<file path="src/design/cpm_pkg.sv">
// Shared types and constants for the CPU priority map.
// Used by cpm_datapath, cpm_ctrl and cpu_priority_map_top; no dependencies.
package cpm_pkg;

   localparam int NUM_CPUS   = 32;
   localparam int NUM_LEVELS = 64;
   localparam int LEVEL_TOP  = ((NUM_LEVELS < 64) ? NUM_LEVELS : 64) - 1;
   localparam int CPU_W      = $clog2(NUM_CPUS);
   localparam int LVL_W      = 7;
   localparam int LEVEL_W    = 6;
   localparam int PRIO_W     = 8;
   localparam int MAXRT_W    = 6;
   localparam int LANES      = 4;
   localparam int CSR_IDX_W  = 2;
   localparam int CSR_DATA_W = 8;

   localparam logic [LVL_W-1:0] NO_LEVEL = '1;

   localparam logic [CSR_IDX_W-1:0] CSR_IDLE_PRIO    = 2'd0;
   localparam logic [CSR_IDX_W-1:0] CSR_INVALID_PRIO = 2'd1;
   localparam logic [CSR_IDX_W-1:0] CSR_MAX_RT_PRIO  = 2'd2;

   typedef enum logic {
      REQ_SET  = 1'b0,
      REQ_FIND = 1'b1
   } req_kind_type;

   typedef enum logic [1:0] {
      ST_IDLE,
      ST_SCAN,
      ST_EMIT
   } state_type;

   typedef struct packed {
      logic load;
      logic step;
      logic emit;
   } cpm_cmd_type;

   typedef struct packed {
      logic is_find;
      logic scan_done;
      logic slot_free;
   } cpm_sts_type;

endpackage

</file>
<file path="src/design/cpm_datapath.sv">
// Datapath of the CPU priority map: configuration, per-CPU levels, level scan, result beat.
// Depends on cpm_pkg; driven by cpm_ctrl through cpm_cmd_type.
module cpm_datapath (
   input  logic                                clock,
   input  logic                                reset,
   input  cpm_pkg::cpm_cmd_type                cmd,
   output cpm_pkg::cpm_sts_type                sts,
   input  logic                                req_type,
   input  logic [cpm_pkg::CPU_W-1:0]           req_cpu_index,
   input  logic [cpm_pkg::PRIO_W-1:0]          req_priority_req,
   input  logic [cpm_pkg::NUM_CPUS-1:0]        req_affinity_mask,
   input  logic                                csr_write_en,
   input  logic [cpm_pkg::CSR_IDX_W-1:0]       csr_index,
   input  logic [cpm_pkg::CSR_DATA_W-1:0]      csr_wdata,
   output logic                                rsp_valid,
   input  logic                                rsp_ready,
   output logic                                rsp_found,
   output logic [cpm_pkg::NUM_CPUS-1:0]        rsp_candidate_mask,
   output logic [cpm_pkg::LEVEL_W-1:0]         rsp_found_level
);
   import cpm_pkg::*;

   logic [PRIO_W-1:0]  idle_prio_ff, idle_prio_in;
   logic [PRIO_W-1:0]  invalid_prio_ff, invalid_prio_in;
   logic [MAXRT_W-1:0] max_rt_ff, max_rt_in;

   logic [LVL_W-1:0] cpu_levels_ff [NUM_CPUS];
   logic [LVL_W-1:0] cpu_levels_in [NUM_CPUS];

   req_kind_type         kind_ff, kind_in;
   logic [CPU_W-1:0]     cpu_ff, cpu_in;
   logic [LVL_W-1:0]     lv_ff, lv_in;
   logic [NUM_CPUS-1:0]  aff_ff, aff_in;
   logic [LVL_W-1:0]     base_ff, base_in;
   logic                 res_found_ff, res_found_in;
   logic [NUM_CPUS-1:0]  res_mask_ff, res_mask_in;
   logic [LEVEL_W-1:0]   res_level_ff, res_level_in;

   logic                 rsp_valid_ff, rsp_valid_in;
   logic                 rsp_found_ff, rsp_found_in;
   logic [NUM_CPUS-1:0]  rsp_mask_ff, rsp_mask_in;
   logic [LEVEL_W-1:0]   rsp_level_ff, rsp_level_in;

   logic [LVL_W-1:0]     limit;
   logic [LVL_W:0]       next_base;
   logic [LVL_W-1:0]     lane_level [LANES];
   logic [NUM_CPUS-1:0]  lane_hit [LANES];
   logic [LANES-1:0]     lane_any;
   logic                 hit_any;
   logic [NUM_CPUS-1:0]  hit_mask;
   logic [LEVEL_W-1:0]   hit_level;

   function automatic logic [LVL_W-1:0] map_level(
      input logic [PRIO_W-1:0]  p,
      input logic [PRIO_W-1:0]  idle_p,
      input logic [PRIO_W-1:0]  invalid_p,
      input logic [MAXRT_W-1:0] max_rt
   );
      logic [PRIO_W-1:0] lv;
      logic [PRIO_W-1:0] max_ext;
      max_ext = PRIO_W'(max_rt);
      if (p == idle_p) begin
         return '0;
      end
      if (p == invalid_p) begin
         return NO_LEVEL;
      end
      if (p > max_ext) begin
         lv = PRIO_W'(1);
      end else begin
         lv = max_ext - p + PRIO_W'(2);
      end
      if (lv > PRIO_W'(LEVEL_TOP)) begin
         lv = PRIO_W'(LEVEL_TOP);
      end
      return lv[LVL_W-1:0];
   endfunction

   // Configuration registers.
   always_comb begin
      idle_prio_in    = idle_prio_ff;
      invalid_prio_in = invalid_prio_ff;
      max_rt_in       = max_rt_ff;
      if (csr_write_en) begin
         unique case (csr_index)
            CSR_IDLE_PRIO:    idle_prio_in    = csr_wdata;
            CSR_INVALID_PRIO: invalid_prio_in = csr_wdata;
            CSR_MAX_RT_PRIO:  max_rt_in       = csr_wdata[MAXRT_W-1:0];
            default: ;
         endcase
      end
   end

   // Four levels are compared against every CPU level in each scan step.
   always_comb begin
      limit     = (lv_ff == NO_LEVEL) ? '0 : lv_ff;
      next_base = {1'b0, base_ff} + (LVL_W+1)'(LANES);
      for (int k = 0; k < LANES; k++) begin
         lane_level[k] = base_ff + LVL_W'(k);
         for (int c = 0; c < NUM_CPUS; c++) begin
            lane_hit[k][c] = aff_ff[c] && (cpu_levels_ff[c] == lane_level[k]);
         end
         lane_any[k] = (lane_level[k] < limit) && (|lane_hit[k]);
      end
      hit_any   = 1'b0;
      hit_mask  = '0;
      hit_level = '0;
      for (int k = LANES - 1; k >= 0; k--) begin
         if (lane_any[k]) begin
            hit_any   = 1'b1;
            hit_mask  = lane_hit[k];
            hit_level = lane_level[k][LEVEL_W-1:0];
         end
      end
   end

   always_comb begin
      sts.is_find   = (kind_ff == REQ_FIND);
      sts.scan_done = hit_any || (next_base >= {1'b0, limit});
      sts.slot_free = !rsp_valid_ff || rsp_ready;
   end

   always_comb begin
      kind_in      = kind_ff;
      cpu_in       = cpu_ff;
      lv_in        = lv_ff;
      aff_in       = aff_ff;
      base_in      = base_ff;
      res_found_in = res_found_ff;
      res_mask_in  = res_mask_ff;
      res_level_in = res_level_ff;
      rsp_found_in = rsp_found_ff;
      rsp_mask_in  = rsp_mask_ff;
      rsp_level_in = rsp_level_ff;
      cpu_levels_in = cpu_levels_ff;
      rsp_valid_in = rsp_valid_ff && !rsp_ready;
      if (cmd.load) begin
         kind_in      = req_kind_type'(req_type);
         cpu_in       = req_cpu_index;
         lv_in        = map_level(req_priority_req, idle_prio_ff, invalid_prio_ff, max_rt_ff);
         aff_in       = req_affinity_mask;
         base_in      = '0;
         res_found_in = 1'b0;
         res_mask_in  = '0;
         res_level_in = '0;
      end
      if (cmd.step) begin
         base_in = next_base[LVL_W-1:0];
         if (hit_any) begin
            res_found_in = 1'b1;
            res_mask_in  = hit_mask;
            res_level_in = hit_level;
         end
      end
      if (cmd.emit) begin
         rsp_valid_in = 1'b1;
         rsp_found_in = res_found_ff;
         rsp_mask_in  = res_mask_ff;
         rsp_level_in = res_level_ff;
         if (kind_ff == REQ_SET) begin
            cpu_levels_in[cpu_ff] = lv_ff;
         end
      end
   end

   always_ff @(posedge clock) begin
      if (reset) begin
         idle_prio_ff    <= PRIO_W'(255);
         invalid_prio_ff <= PRIO_W'(254);
         max_rt_ff       <= MAXRT_W'(47);
         rsp_valid_ff    <= 1'b0;
         for (int c = 0; c < NUM_CPUS; c++) begin
            cpu_levels_ff[c] <= NO_LEVEL;
         end
      end else begin
         idle_prio_ff    <= idle_prio_in;
         invalid_prio_ff <= invalid_prio_in;
         max_rt_ff       <= max_rt_in;
         rsp_valid_ff    <= rsp_valid_in;
         cpu_levels_ff   <= cpu_levels_in;
      end
   end

   always_ff @(posedge clock) begin
      kind_ff      <= kind_in;
      cpu_ff       <= cpu_in;
      lv_ff        <= lv_in;
      aff_ff       <= aff_in;
      base_ff      <= base_in;
      res_found_ff <= res_found_in;
      res_mask_ff  <= res_mask_in;
      res_level_ff <= res_level_in;
      rsp_found_ff <= rsp_found_in;
      rsp_mask_ff  <= rsp_mask_in;
      rsp_level_ff <= rsp_level_in;
   end

   assign rsp_valid          = rsp_valid_ff;
   assign rsp_found          = rsp_found_ff;
   assign rsp_candidate_mask = rsp_mask_ff;
   assign rsp_found_level    = rsp_level_ff;

   a_hit_below_limit: assert property (@(posedge clock) disable iff (reset)
      cmd.step && hit_any |-> ({1'b0, hit_level} < limit))
      else $error("scan hit at a level not below the thread level");

   a_set_writes_level: assert property (@(posedge clock) disable iff (reset)
      cmd.emit && (kind_ff == REQ_SET) |=> cpu_levels_ff[$past(cpu_ff)] == $past(lv_ff))
      else $error("set beat did not update the CPU level");

   a_miss_is_zero: assert property (@(posedge clock) disable iff (reset)
      rsp_valid_ff && !rsp_found_ff |-> (rsp_mask_ff == '0) && (rsp_level_ff == '0))
      else $error("result without a match carries a nonzero mask or level");

endmodule

</file>
<file path="src/design/cpm_ctrl.sv">
// Controller state machine of the CPU priority map.
// Depends on cpm_pkg; commands cpm_datapath and reads its status.
module cpm_ctrl (
   input  logic                  clock,
   input  logic                  reset,
   input  logic                  req_valid,
   output logic                  req_ready,
   output cpm_pkg::cpm_cmd_type  cmd,
   input  cpm_pkg::cpm_sts_type  sts
);
   import cpm_pkg::*;

   state_type state_ff, state_in;

   always_comb begin
      state_in = state_ff;
      unique case (state_ff)
         ST_IDLE: begin
            if (req_valid) begin
               state_in = ST_SCAN;
            end
         end
         ST_SCAN: begin
            if (!sts.is_find || sts.scan_done) begin
               state_in = ST_EMIT;
            end
         end
         ST_EMIT: begin
            if (sts.slot_free) begin
               state_in = ST_IDLE;
            end
         end
         default: state_in = ST_IDLE;
      endcase
   end

   always_comb begin
      req_ready = 1'b0;
      cmd       = '0;
      unique case (state_ff)
         ST_IDLE: begin
            req_ready = 1'b1;
            cmd.load  = req_valid;
         end
         ST_SCAN: begin
            cmd.step = sts.is_find;
         end
         ST_EMIT: begin
            cmd.emit = sts.slot_free;
         end
         default: ;
      endcase
   end

   always_ff @(posedge clock) begin
      if (reset) begin
         state_ff <= ST_IDLE;
      end else begin
         state_ff <= state_in;
      end
   end

   a_accept_starts: assert property (@(posedge clock) disable iff (reset)
      req_valid && req_ready |=> state_ff == ST_SCAN)
      else $error("accepted beat did not start processing");

   a_emit_needs_slot: assert property (@(posedge clock) disable iff (reset)
      cmd.emit |-> sts.slot_free)
      else $error("result emitted while the output register is occupied");

   a_find_steps: assert property (@(posedge clock) disable iff (reset)
      (state_ff == ST_SCAN) && sts.is_find |-> cmd.step)
      else $error("find request stalled in the scan state");

   a_one_command: assert property (@(posedge clock) disable iff (reset)
      $onehot0({cmd.load, cmd.step, cmd.emit}))
      else $error("more than one datapath command at once");

endmodule

</file>
<file path="src/design/cpu_priority_map_top.sv">
// CPU priority map top level: a set passes from the idle state through the scan and emit states
// without stepping; a find steps through the scan state until a hit or its thread level is reached.
// A new request is taken only once the previous result has been emitted to the output register.
// The scan width of four levels per cycle sets the find time.
// Synchronous active-high reset puts every CPU at no level and loads idle 255,
// invalid 254 and highest realtime 47.
module cpu_priority_map_top (
   input  logic                                clock,
   input  logic                                reset,
   input  logic                                req_valid,
   output logic                                req_ready,
   input  logic                                req_type,
   input  logic [cpm_pkg::CPU_W-1:0]           req_cpu_index,
   input  logic [cpm_pkg::PRIO_W-1:0]          req_priority_req,
   input  logic [cpm_pkg::NUM_CPUS-1:0]        req_affinity_mask,
   output logic                                rsp_valid,
   input  logic                                rsp_ready,
   output logic                                rsp_found,
   output logic [cpm_pkg::NUM_CPUS-1:0]        rsp_candidate_mask,
   output logic [cpm_pkg::LEVEL_W-1:0]         rsp_found_level,
   input  logic                                csr_write_en,
   input  logic [cpm_pkg::CSR_IDX_W-1:0]       csr_index,
   input  logic [cpm_pkg::CSR_DATA_W-1:0]      csr_wdata
);
   import cpm_pkg::*;

   cpm_cmd_type cmd;
   cpm_sts_type sts;

   cpm_ctrl u_ctrl (
      .clock     (clock),
      .reset     (reset),
      .req_valid (req_valid),
      .req_ready (req_ready),
      .cmd       (cmd),
      .sts       (sts)
   );

   cpm_datapath u_datapath (
      .clock              (clock),
      .reset              (reset),
      .cmd                (cmd),
      .sts                (sts),
      .req_type           (req_type),
      .req_cpu_index      (req_cpu_index),
      .req_priority_req   (req_priority_req),
      .req_affinity_mask  (req_affinity_mask),
      .csr_write_en       (csr_write_en),
      .csr_index          (csr_index),
      .csr_wdata          (csr_wdata),
      .rsp_valid          (rsp_valid),
      .rsp_ready          (rsp_ready),
      .rsp_found          (rsp_found),
      .rsp_candidate_mask (rsp_candidate_mask),
      .rsp_found_level    (rsp_found_level)
   );

endmodule

</file>
<file path="config.mk">
export PLATFORM = sky130hd
export DESIGN_NAME = cpu_priority_map_top
export DESIGN_NICKNAME = d
export VERILOG_FILES = /design/src/design/cpm_pkg.sv /design/src/design/cpm_datapath.sv /design/src/design/cpm_ctrl.sv /design/src/design/cpu_priority_map_top.sv
export SDC_FILE = /design/constraint.sdc
export NUM_CORES = 1
export LEC_CHECK = 0
export ABC_AREA = 1
export BUFFER_PORTS_ARGS = -buffer_cell sky130_fd_sc_hd__buf_2
export CORE_MARGIN = 4
export CORE_UTILIZATION = 55
export CTS_CLUSTER_SIZE = 12
export DETAILED_ROUTE_END_ITERATION = 16
export PLACE_DENSITY = 0.72
export SYNTH_ARGS = -nofsm -noshare
export SYNTH_HDL_FRONTEND = slang
export SYNTH_SLANG_ARGS = --single-unit
</file>
<file path="constraint.sdc">
create_clock -name clock -period 12.7 [get_ports clock]
set_input_delay 2.54 -clock clock [delete_from_list [all_inputs] [get_ports clock]]
set_output_delay 2.54 -clock clock [all_outputs]
set_load 0.005 [all_outputs]
</file>
==> impl_metrics.toml, run 1 <==
[outcome]
status = "completed"

[setup_path]
r2r_setup_slack_ns = 6.88
critical_path_arrival_ns = 6.28
crit_type = "reg -> reg"
r2r-end = "u_datapath.res_mask_ff[5]"
rr_worst_depth = 19
crit_path_max_incr_delay_ns = 1.04
critPathSlowestCell = "edfxtp_1"
crit_path_max_fanout = 33
crit_path_end_kind = "flip-flop"
cpMostUsedCell = "nand2_1"
crit_path_start_kind = "flip-flop"
cp_cell_sequence = "buf_4 -> inv_4 -> nand2_1 -> nand2_1 -> nand3_1 -> inv_1 -> nand2_1 -> nand2_1 -> nor2_1 -> nand2_1 -> nor2_1 -> nand2_2 -> nand2_4 -> nand2_2 -> o21ai_2 -> buf_4 -> inv_2 -> nand2_1 -> nand2_1"
critPathRequiredTime_ns = 13.16
worstReg2RegStart = "u_datapath.base_ff[4]"

[global_route]
grt_max_degree = 140
grt_overflow = 0
track_usage = 0.315
grt_pass1_wl_microns = 102000
first_global_vias = 18357
antenna_found_initial = 1

[synth]
syn_area_sq_um = 20600
synthCells = 2921
ys_async_sr_fraction = 0
synth_top_area_share = 0.281
ys_types = 45
synthTopCellsByArea = "dfxtp_1 28%, nand2_1 18%, edfxtp_1 13%, o211ai_1 7.9%, inv_1 5.7%"
synth_area_leader_cell = "dfxtp_1"
yosys_warnings = 0
synth.most_common_cell = "nand2_1"
synth_nets = 3013
synth_ff_type = "dfxtp_1"
synth_edf_count = 89
syn_avg_cell_area_sq_um = 7.04
synth_seq_cells = 377
yosys-top-cells-count = "987 x nand2_1, 310 x inv_1, 308 x nor2_1"
ys_seq_area_frac = 0.411

[timing]
fin_setup_tns_ns = 0
hold_viol_final = 0
period_share = 0.458
worst_slew_pin_slew_ns = 1.21
rsz0062_at_grt = "no"
finalMaxSlewViolations = 0
min_period_ns = 5.82
final-setup-viol-count = 0
relSlewSlack = 0.192
layout_setup_ws_ns = 6.88
timing.fmax_ghz = 0.172
skew_ns = 0.0219

[cts]
clock_path_buffers = 3
hold_buffers = 0
numClockSinks = 377
post_cts_buffers = 0
cts_tree = "built"
clkSlewWorstSetupHoldPaths_ns = 0.06
root_buffer = "clkbuf_16"
cts_resized = 0
htree_levels = 2
clock_latency_ns = 0.58
cts_buffers = 42

[worst_hold_path]
hold_class = "reg -> reg"
hold_depth = 0
whs_endpoint = "u_datapath.rsp_candidate_mask[24]"
hold_path_startpoint = "u_datapath.res_mask_ff[24]"

[floorplan]
initial_core_util = 0.560
die_area_sq_um = 40500
fp-row-count = 70
pin_count = 102
core_area_sq_um = 36700
die_w_microns = 201
fp.dieH_microns = 201

[routing]
drt_iter0_markers = 2307
m1WireLength_microns = 26900
wl_per_cell_microns = 18.9
drcViolationCount = 0
maxUsedRoutingLayer = "met4"
wl_microns = 65200
via_per_inst = 5.71
wl_met2_microns = 28400
wl_met3_microns = 6680
vias = 19751
drtPass1Iterations = 9
antenna_left = 0

[power_and_ir_drop]
p_sw_uw = 756
powerDensity_nw_per_um2 = 124
seqPwrFrac = 0.458
combPwrFrac = 0.113
ir_drop_v = 0.000109
total_power_uw = 2790
internal_power_uw = 2030
clkPwrFrac = 0.429
p_leak_uw = 0.0118
p_sw_frac = 0.271

[place]
port_buffers = 101
placed_area_sq_um = 21200
place_ws_ns = 7.09
gp_congestion = 0.955
hpwl_microns = 43100

[cells_and_area]
stdcell_area_sq_um = 22500
nets = 3048
area_growth_pct = 9.41
antenna_cells = 0
drive_gt1_frac = 0.0726

[flow_run]
maxCapViolCount = 0
==> state kept, by name, indices dropped and copies added, names as in the netlist <==
name / flops
u_datapath.cpu_levels_ff: 224
u_datapath.aff_ff: 32
u_datapath.res_mask_ff: 32
u_datapath.rsp_candidate_mask: 32
u_datapath.idle_prio_ff: 8
u_datapath.invalid_prio_ff: 8
u_datapath.lv_ff: 7
u_datapath.max_rt_ff: 6
u_datapath.res_level_ff: 6
u_datapath.rsp_found_level: 6
u_datapath.base_ff: 5
u_datapath.cpu_ff: 5
u_ctrl.state_ff: 2
u_datapath.kind_ff: 1
u_datapath.res_found_ff: 1
u_datapath.rsp_found: 1
u_datapath.rsp_valid: 1
==> cell type report <==
type	instances	area (sq um)
fill	3344	14200
multi-input combinational	2089	10200
sequential	377	8440
inverter	322	1220
clock buffer	56	1140
timing repair buffer	124	678
tap	468	586
clock inverter	20	175
==> logic make-up (layout without fill, tap and decap cells) <==
logic type / after synthesis / after routing / synth area share
fa+ha+maj: 31 / 31 / 0.0192
flops: 377 / 377 / 0.411
buf+inv: 455 / 522 / 0.0917
compound gates: 316 / 316 / 0.105
xor+xnor: 115 / 115 / 0.0490
simple gates: 1627 / 1627 / 0.324
==> worst max-delay path by stage <==
| stage | startpoint | endpoint | slack [ns] | depth (start not counted) |
|---|---|---|---|---|
| global placement | u_datapath.base_ff[4] | u_datapath.res_mask_ff[24] | 7.18 | 19 |
| finish | u_datapath.base_ff[4] | u_datapath.res_mask_ff[5] | 6.88 | 19 |
| global route | u_datapath.base_ff[4] | u_datapath.res_mask_ff[13] | 6.72 | 19 |
| CTS | u_datapath.base_ff[4] | u_datapath.res_mask_ff[5] | 7.10 | 19 |
| detailed placement | rsp_ready | u_datapath.cpu_levels_ff[111] | 7.09 | 10 |
| floorplan | rsp_ready | u_datapath.cpu_levels_ff[214] | 6.92 | 9 |
==> cell usage in the layout, fill, tap and decap left out, drive strengths merged, types with 7 or more instances in the layout <==
cell / Yosys / layout
clkbuf: 80 / 56
nand4: 47 / 47
nand2: 994 / 994
a31oi: 7 / 7
edfxtp: 89 / 89
ha: 30 / 30
a21oi: 46 / 46
o211ai: 215 / 215
nand3b: 9 / 9
o21ai: 38 / 38
xor2: 27 / 27
or2: 13 / 13
inv: 318 / 319
nor3: 42 / 42
nor2: 310 / 310
xnor2: 88 / 88
nand3: 200 / 200
dfxtp: 288 / 288
clkinv: 4 / 19
buf: 53 / 124
==> through the flow <==
stage	std cells	hold slack, ns	util
2_1_floorplan	2921	0.408	-
3_3_place_gp	3380	0.414	0.577
3_5_place_dp	3380	0.413	0.577
4_1_cts	3456	0.426	0.613
5_1_grt	3456	0.443	0.613
6_report	3456	0.429	0.613
==> power groups by stage <==
| stage | Combinational (uW) | Sequential [uW] | Clock [uW] |
|---|---|---|---|
| final | 315 | 1280 | 1200 |
| after global routing | 345 | 1280 | 1250 |
| after CTS | 310 | 1270 | 1210 |
| after detailed placement | 308 | 1300 | 0 |
| after global placement | 303 | 1300 | 0 |
| after floorplan | 217 | 1290 | 0 |
==> layer usage <==
| metal | vias to the layer above | GRT usage |
|---|---|---|
| met1 | 9081 | 0.422 |
| met4 | 0 | 0.147 |
| li1 | 9494 | - |
| met5 | - | 0 |
| met3 | 206 | 0.0622 |
| met2 | 970 | 0.495 |
==> worst max-delay path, delay by kind of cell (launching register included) <==
kind                   cells  cell delay [ns]
AND/OR/NAND/NOR           13             2.51
flip-flops                 1             1.04
AO/OA/AOI/OAI              1             0.67
buffers and inverters      5             1.42
Power figures use the tool's default switching activity.
==> inputs of run 2 (changes only) <==
--- a/config.mk
+++ b/config.mk
@@ -11,7 +11,7 @@
 export CORE_UTILIZATION = 55
 export CTS_CLUSTER_SIZE = 12
 export DETAILED_ROUTE_END_ITERATION = 16
-export PLACE_DENSITY = 0.72
+export PLACE_DENSITY = 0.75
 export SYNTH_ARGS = -nofsm -noshare
 export SYNTH_HDL_FRONTEND = slang
 export SYNTH_SLANG_ARGS = --single-unit
==> constraint.sdc (replaced) <==
create_clock -name clock -period 4.8 [get_ports clock]
set_input_delay 0.96 -clock clock [delete_from_list [all_inputs] [get_ports clock]]
set_output_delay 0.96 -clock clock [all_outputs]
set_load 0.005 [all_outputs]
==> impl_metrics.toml, run 2 (same netlist as run 1, synthesis figures left out) <==
[timing]
timing.fmax_ghz = 0.289
relSlewSlack = 0.183
min_period_ns = 3.46
hold_viol_final = 0
rsz0062_at_grt = "no"
worst_slew_pin_slew_ns = 1.22
final-setup-viol-count = 0
finalMaxSlewViolations = 0
skew_ns = 0.0162
fin_setup_tns_ns = 0
period_share = 0.720

[setup_path]
cpMostUsedCell = "nand2_1"
crit_type = "reg -> reg"
critical_path_arrival_ns = 3.92
cp_cell_sequence = "buf_4 -> nand2_1 -> nand2_1 -> inv_1 -> nand2_1 -> nor2_1 -> nand2_1 -> nand2_1 -> nor2_1 -> nand2_1 -> nor2_1 -> nand2_2 -> nand2_2 -> nand2_2 -> o21ai_2 -> buf_4 -> nor2_1 -> nand2_1 -> nand2_1"
crit_path_end_kind = "flip-flop"
crit_family = "simple AND/OR/NAND/NOR gates"
critPathRequiredTime_ns = 5.26
crit_path_max_fanout = 37
crit_path_max_incr_delay_ns = 0.57
worst-path-buf-inv = 3
r2r-end = "u_datapath.res_mask_ff[11]"
critPathSlowestCell = "buf_4"
worstReg2RegStart = "u_datapath.base_ff[3]"
rr_worst_depth = 19
crit_path_start_kind = "flip-flop"
r2r_setup_slack_ns = 1.34

[cells_and_area]
fillers = 3327
largest_reg_flops = 224
stdcell_area_sq_um = 22700
layout_commonest_cell = "nand2_1"
area_growth_pct = 10.7
layout_common_cells = "986 x nand2_1, 308 x inv_1, 306 x nor2_1, 288 x dfxtp_1, 215 x o211ai_1"
drive_gt1_frac = 0.0816
nets = 3073
regMostFlops = "u_datapath.cpu_levels_ff"

[floorplan]
initial_core_util = 0.560
fp.dieH_microns = 201
die_w_microns = 201
core_area_sq_um = 36700
pin_count = 102
die_area_sq_um = 40500
fp-row-count = 70

[global_route]
grt_pass1_wl_microns = 102000
grt_max_degree = 98
grt_overflow = 0
antenna_found_initial = 2
track_usage = 0.317
first_global_vias = 18004

[worst_hold_path]
whs_endpoint = "u_datapath.rsp_found"
hold_path_startpoint = "u_datapath.res_found_ff"
hold_class = "reg -> reg"
hold_depth = 0

[power_and_ir_drop]
p_leak_uw = 0.0119
ir_drop_v = 0.000318
powerDensity_nw_per_um2 = 329

[cts]
htree_levels = 2
numClockSinks = 377
cts_buffers = 43
clock_path_buffers = 3
post_cts_buffers = 0
cts_resized = 0
root_buffer = "clkbuf_16"
clkSlewWorstSetupHoldPaths_ns = 0.06
cts_tree = "built"
hold_buffers = 0
clock_latency_ns = 0.58

[place]
hpwl_microns = 45700
port_buffers = 101
placed_area_sq_um = 21400
gp_congestion = 1.07

[routing]
vias = 19723
drcViolationCount = 0
via_per_inst = 5.66
wl_microns = 66000
antenna_left = 0
drt_iter0_markers = 1925
wl_per_cell_microns = 18.9
drtPass1Iterations = 6

[flow_run]
maxCapViolCount = 0

[outcome]
status = "completed"
[run 2: cell count changes in the layout (fill, tap and decap cells not counted)]
cell | before | now
buf_12 | 0 | 2
buf_4 | 23 | 45
bufinv_16 | 3 | 4
clkinv_1 | 12 | 11
clkinv_2 | 6 | 7
clkinvlp_4 | 1 | 2
diode_2 | 0 | 1
inv_6 | 2 | 4
nor2_2 | 1 | 2
nor2_4 | 3 | 2
[run 2: per-stage QoR]
step	std cells	utilization	power [uW]	hold WS, ns	setup WS [ns]
after global placement	3404	0.582	4260	0.418	1.52
after CTS	3484	0.620	7520	0.437	1.45
after detailed placement	3404	0.582	4280	0.422	1.49
final	3485	0.620	7490	0.436	1.34
after floorplan	2921	-	3990	0.408	0.601
after global routing	3484	0.620	7740	0.448	1.10
[run 2: worst register-to-register path: stages, from the launching register on]
cell and delay, ns:
edfxtp_1 0.36, buf_4 0.57, nand2_1 0.14, nand2_1 0.10, inv_1 0.04, nand2_1 0.17
nor2_1 0.07, nand2_1 0.09, nand2_1 0.06, nor2_1 0.34, nand2_1 0.15, nor2_1 0.16
nand2_2 0.12, nand2_2 0.15, nand2_2 0.12, o21ai_2 0.19, buf_4 0.24, nor2_1 0.06
nand2_1 0.14, nand2_1 0.06
[run 2: final cells by class]
class	count	area (sq um)	share of cell area
Tap cell	468	586	0.0257
Inverter	322	1220	0.0535
Timing Repair Buffer	148	883	0.0388
Clock inverter	24	231	0.0102
Sequential cell	377	8440	0.371
Multi-Input combinational cell	2089	10200	0.450
Clock buffer	56	1140	0.0503
Antenna cell	1	2.50	0.000110
[run 2: worst max path at each step]
| stage | startpoint | endpoint | slack (ns) | cells after the start |
|---|---|---|---|---|
| floorplan | rsp_ready | u_datapath.cpu_levels_ff[214] | 0.60 | 9 |
| global placement | req_priority_req[3] | u_datapath.lv_ff[1] | 1.52 | 14 |
| detailed placement | u_datapath.base_ff[2] | u_datapath.res_mask_ff[1] | 1.49 | 19 |
| CTS | u_datapath.base_ff[2] | u_datapath.res_mask_ff[10] | 1.45 | 19 |
| global route | u_datapath.base_ff[3] | u_datapath.res_mask_ff[1] | 1.10 | 18 |
| finish | u_datapath.base_ff[3] | u_datapath.res_mask_ff[11] | 1.34 | 19 |
[run 2: power breakdown]
part	internal, uW	switching, uW
logic	239	626
clock network	1900	1350
registers	3310	53.6
[run 2: metal layers]
| metal | global-route usage | share of wire |
|---|---|---|
| met1 | 0.443 | 0.43 |
| met2 | 0.497 | 0.44 |
| met3 | 0.0546 | 0.10 |
| met4 | 0.114 | 0.036 |
| met5 | 0 | 0.000030 |
